[config.mk]
export PLATFORM = sky130hd
export DESIGN_NAME = lst_ram
export DESIGN_NICKNAME = d
export VERILOG_FILES = /design/src/rtl/lst_ram.sv
export SDC_FILE = /design/constraint.sdc
export NUM_CORES = 1
export LEC_CHECK = 0
export ABC_AREA = 1
export BUFFER_PORTS_ARGS = -buffer_cell sky130_fd_sc_hd__buf_4
export CAP_MARGIN = 40
export CELL_PAD_IN_SITES_DETAIL_PLACEMENT = 0
export CELL_PAD_IN_SITES_GLOBAL_PLACEMENT = 1
export CORE_UTILIZATION = 25
export DETAILED_ROUTE_END_ITERATION = 8
export MAX_ROUTING_LAYER = met4
export PLACE_DENSITY_LB_ADDON = 0.1
export SYNTH_ARGS = -nofsm -noshare
export SYNTH_HDL_FRONTEND = slang
export SYNTH_SLANG_ARGS = --single-unit
[constraint.sdc]
create_clock -name clock -period 1.27 [get_ports clock]
set_clock_uncertainty 0.1 [all_clocks]
set_input_delay 0.127 -clock clock [delete_from_list [all_inputs] [get_ports clock]]
set_output_delay 0.127 -clock clock [all_outputs]
set_load 0.05 [all_outputs]
[src/rtl/lst_ram.sv]
// ----------------------------------------------------------------------------
// lst_ram
// Generic single-write, single-read RAM with registered read data.
// ----------------------------------------------------------------------------
module lst_ram #(
   parameter int WIDTH = 8,
   parameter int DEPTH = 32
) (
   input  logic                                        clock,
   input  logic                                        wr_en,
   input  logic [((DEPTH > 1) ? $clog2(DEPTH) : 1)-1:0] wr_addr,
   input  logic [WIDTH-1:0]                            wr_data,
   input  logic [((DEPTH > 1) ? $clog2(DEPTH) : 1)-1:0] rd_addr,
   output logic [WIDTH-1:0]                            rd_data
);
   logic [WIDTH-1:0] mem_ff [DEPTH];

   always_ff @(posedge clock) begin
      if (wr_en) begin
         mem_ff[wr_addr] <= wr_data;
      end
      rd_data <= mem_ff[rd_addr];
   end
endmodule

==> results by group <==
Die
  – Row Count: 75
  – Die height: 210 µm
  – Die X: 210 µm
  – Die area: 0.0440 mm²
  – Core area: 0.0422 mm²
  – Initial Utilization: 0.255
  – IO Pins: 28

Clock network
  – Root buf cell: clkbuf_16
  – Reg clk slew, reported paths: 0.06 ns
  – Clock sink total: 264
  – CTS Buf Count: 34
  – CTS max path bufs: 3
  – Clk Latency, worst-skew pair: 0.51 ns
  – H-Tree Depth: 2
  – CTS tree: built

Power and ir drop
  – Sw power: 0.00464 W
  – Switching Fraction: 0.231
  – Clock network power share: 0.435
  – Logic gate share of total power: 0.080
  – Leak pwr: 5.00 nW
  – VDD IR-drop max: 0.831 mV
  – Sequential share of power: 0.485
  – Pint: 0.0155 W
  – PwrDens: 1500 mW/mm²
  – Tot Pwr: 0.0201 W

Synth
  – Synthesized area: 0.0108 mm²
  – Synth Area in Simple Gates: 0.231
  – Syn_nets: 942
  – Mapped Cells: 922
  – Post-synthesis sequential area ratio: 0.728
  – Area share of fa/ha/maj cells after synthesis: 0
  – Yosys warns: 0
  – Mean Syn Cell Area: 11.7 µm²
  – Post-Synth XOR/XNOR Area: 0
  – Yosys reg bits: 264
  – Cell variety after synth: 12
  – Synth Area in Compound Gates: 0
  – Main combinational cell family by area after synthesis: simple AND/OR/NAND/NOR gates
  – Mux contribution to synthesized area: 0

Finish
  – Area occupied by multi-input gates: 0.00265 mm²
  – Layout cells sized above 1: 0.192
  – FF/Latch Area: 0.00787 mm²
  – Fillcell total: 4287
  – Area growth syn-to-layout: 24.3%
  – Antenna diode count: 0
  – Final nets: 1046

Global route
  – Vias in the first global route: 7181
  – Wire length of the first global-routing pass: 47.6 mm
  – Number of antenna violations at the first check in global routing: 1
  – GRT Residual Overflow: 0
  – Gr usage total: 0.153
  – Pin count of the biggest net entering global routing: 54

Worst setup path
  – WP buf/inv: 1
  – Critical path required time: 1.04 ns
  – Worst-path maximum fanout: 1
  – Slowest cell on crit path: dfxtp_4
  – CP top delay family: flip-flops
  – Worst path arrival time: 1.04 ns
  – Crit Path Class: flop to primary output
  – Critical-path cell list: buf_8
  – Worst path max stage delay: 0.38 ns
  – CP startpoint kind: flop
  – Crit. End Element: primary output

Route
  – Routed wire per std cell: 20.2 µm
  – Via count: 6996
  – Final Routed Wirelength: 32.1 mm
  – DR DRC count: 0
  – First-pass iteration count of the detailed router: 4
  – Final ANT Viol Nets: 0
  – Vias per cell: 4.41
  – Starting DRT DRC Count: 390

Placed design
  – Pre-CTS WS: -0.353 ns
  – I/O Buffers: 27
  – Placer Congestion: 0.753
  – Dpl hpwl: 19.7 mm

STA
  – Min Tclk post-route: 1.27 ns
  – Pin slew with the least headroom to its limit: 0.462 ns
  – Final period util: 0.998
  – Final setup violating endpoints: 0
  – Setup TNS: 0 ns
  – Slew Limit Fails: 0
  – Endpoints failing hold: 0
  – FMAX: 0.789 GHz
  – Final Worst Setup Slack: 0.00241 ns
  – Unrepaired setup endpoints after global routing: yes
  – Rel. slew slack: 0.692

Status
  – Status: finished clean

Job
  – Max-Cap Viols: 0

Min path
  – Hold Path Class: primary input to flop
[routing by layer]
layer / share of wire / GRT usage / up-vias
li1: - / - / 3417
met1: 0.47 / 0.203 / 3405
met2: 0.47 / 0.246 / 135
met3: 0.039 / 0.0220 / 39
met4: 0.020 / 0.0405 / 0
met5: 0 / - / -
[cell usage after synthesis]
cell type,count,area share
inv_2,2,0.00070
inv_1,8,0.0028
buf_4,4,0.0028
nand2_1,360,0.13
edfxtp_1,256,0.71
buf_6,24,0.025
buf_1,2,0.00070
clkbuf_1,7,0.0024
nand3_1,204,0.095
nor2_1,32,0.011
buf_2,15,0.0070
dfxtp_1,8,0.015
[power groups by stage]
| stage | sequential, W | combinational (W) | clock, W |
|---|---|---|---|
| 2_1_floorplan | 0.0100 | 0.000698 | 0 |
| 3_3_place_gp | 0.00993 | 0.00155 | 0 |
| 3_5_place_dp | 0.00992 | 0.00154 | 0 |
| 4_1_cts | 0.00976 | 0.00160 | 0.00904 |
| 5_1_grt | 0.00976 | 0.00176 | 0.00937 |
| 6_report | 0.00976 | 0.00160 | 0.00875 |
[state kept, by name, indices dropped and copies added, names as in the netlist]
register and cells:
rd_data 8, mem_ff 256
[final timing paths]
path,cells after the start,startpoint,slack [ns],end
min reg2reg,8,mem_ff[22][0],0.68,rd_data[0]
min,1,wr_data[7],0.004,mem_ff[22][7]
max reg2reg,8,mem_ff[1][7],0.07,rd_data[7]
max,1,rd_data[1],0.002,rd_data[1]
[what timing repair did]
action / CTS / global route
endpoints found under the hold margin: 170 / 0
pin swaps: 0 / 5
buffers inserted: 0 / 0
resized for setup: 27 / 38
setup endpoints to repair: 9 / 15
hold buffers: 8 / 0
[cell usage in the layout (no fill, tap or decap), drive strengths merged]
| master | count |
|---|---|
| inv | 10 |
| nand3 | 204 |
| clkbuf | 45 |
| dfxtp | 8 |
| clkinv | 11 |
| edfxtp | 256 |
| nor2 | 32 |
| nand2 | 360 |
| buf | 112 |
| dlygate4sd3 | 8 |
[final cells by class]
class	count	area share
Clock inverter	11	0.00345
Sequential cell	264	0.587
Clock buffer	45	0.0713
Timing Repair Buffer	120	0.0876
Tap cell	539	0.0503
Multi-Input combinational cell	596	0.197
Inverter	10	0.00299
[cell families (layout without fill, tap and decap cells)]
group                  after synthesis  in the layout
AND/OR/NAND/NOR                    596            596
flip-flops                         264            264
buffers and inverters               62            186
[metrics by stage]
step | cells | hold slack, ns | instance area [µm²] | util
4_1_cts | 1585 | 0.000501 | 13300 | 0.314
3_5_place_dp | 1521 | 0.454 | 12100 | 0.286
2_1_floorplan | 922 | 0.126 | 10800 | -
6_report | 1585 | 0.00412 | 13400 | 0.317
5_1_grt | 1585 | 0.00144 | 13400 | 0.317
3_3_place_gp | 1521 | 0.460 | 12100 | 0.286
No activity file was read; power rests on OpenSTA's default activity.
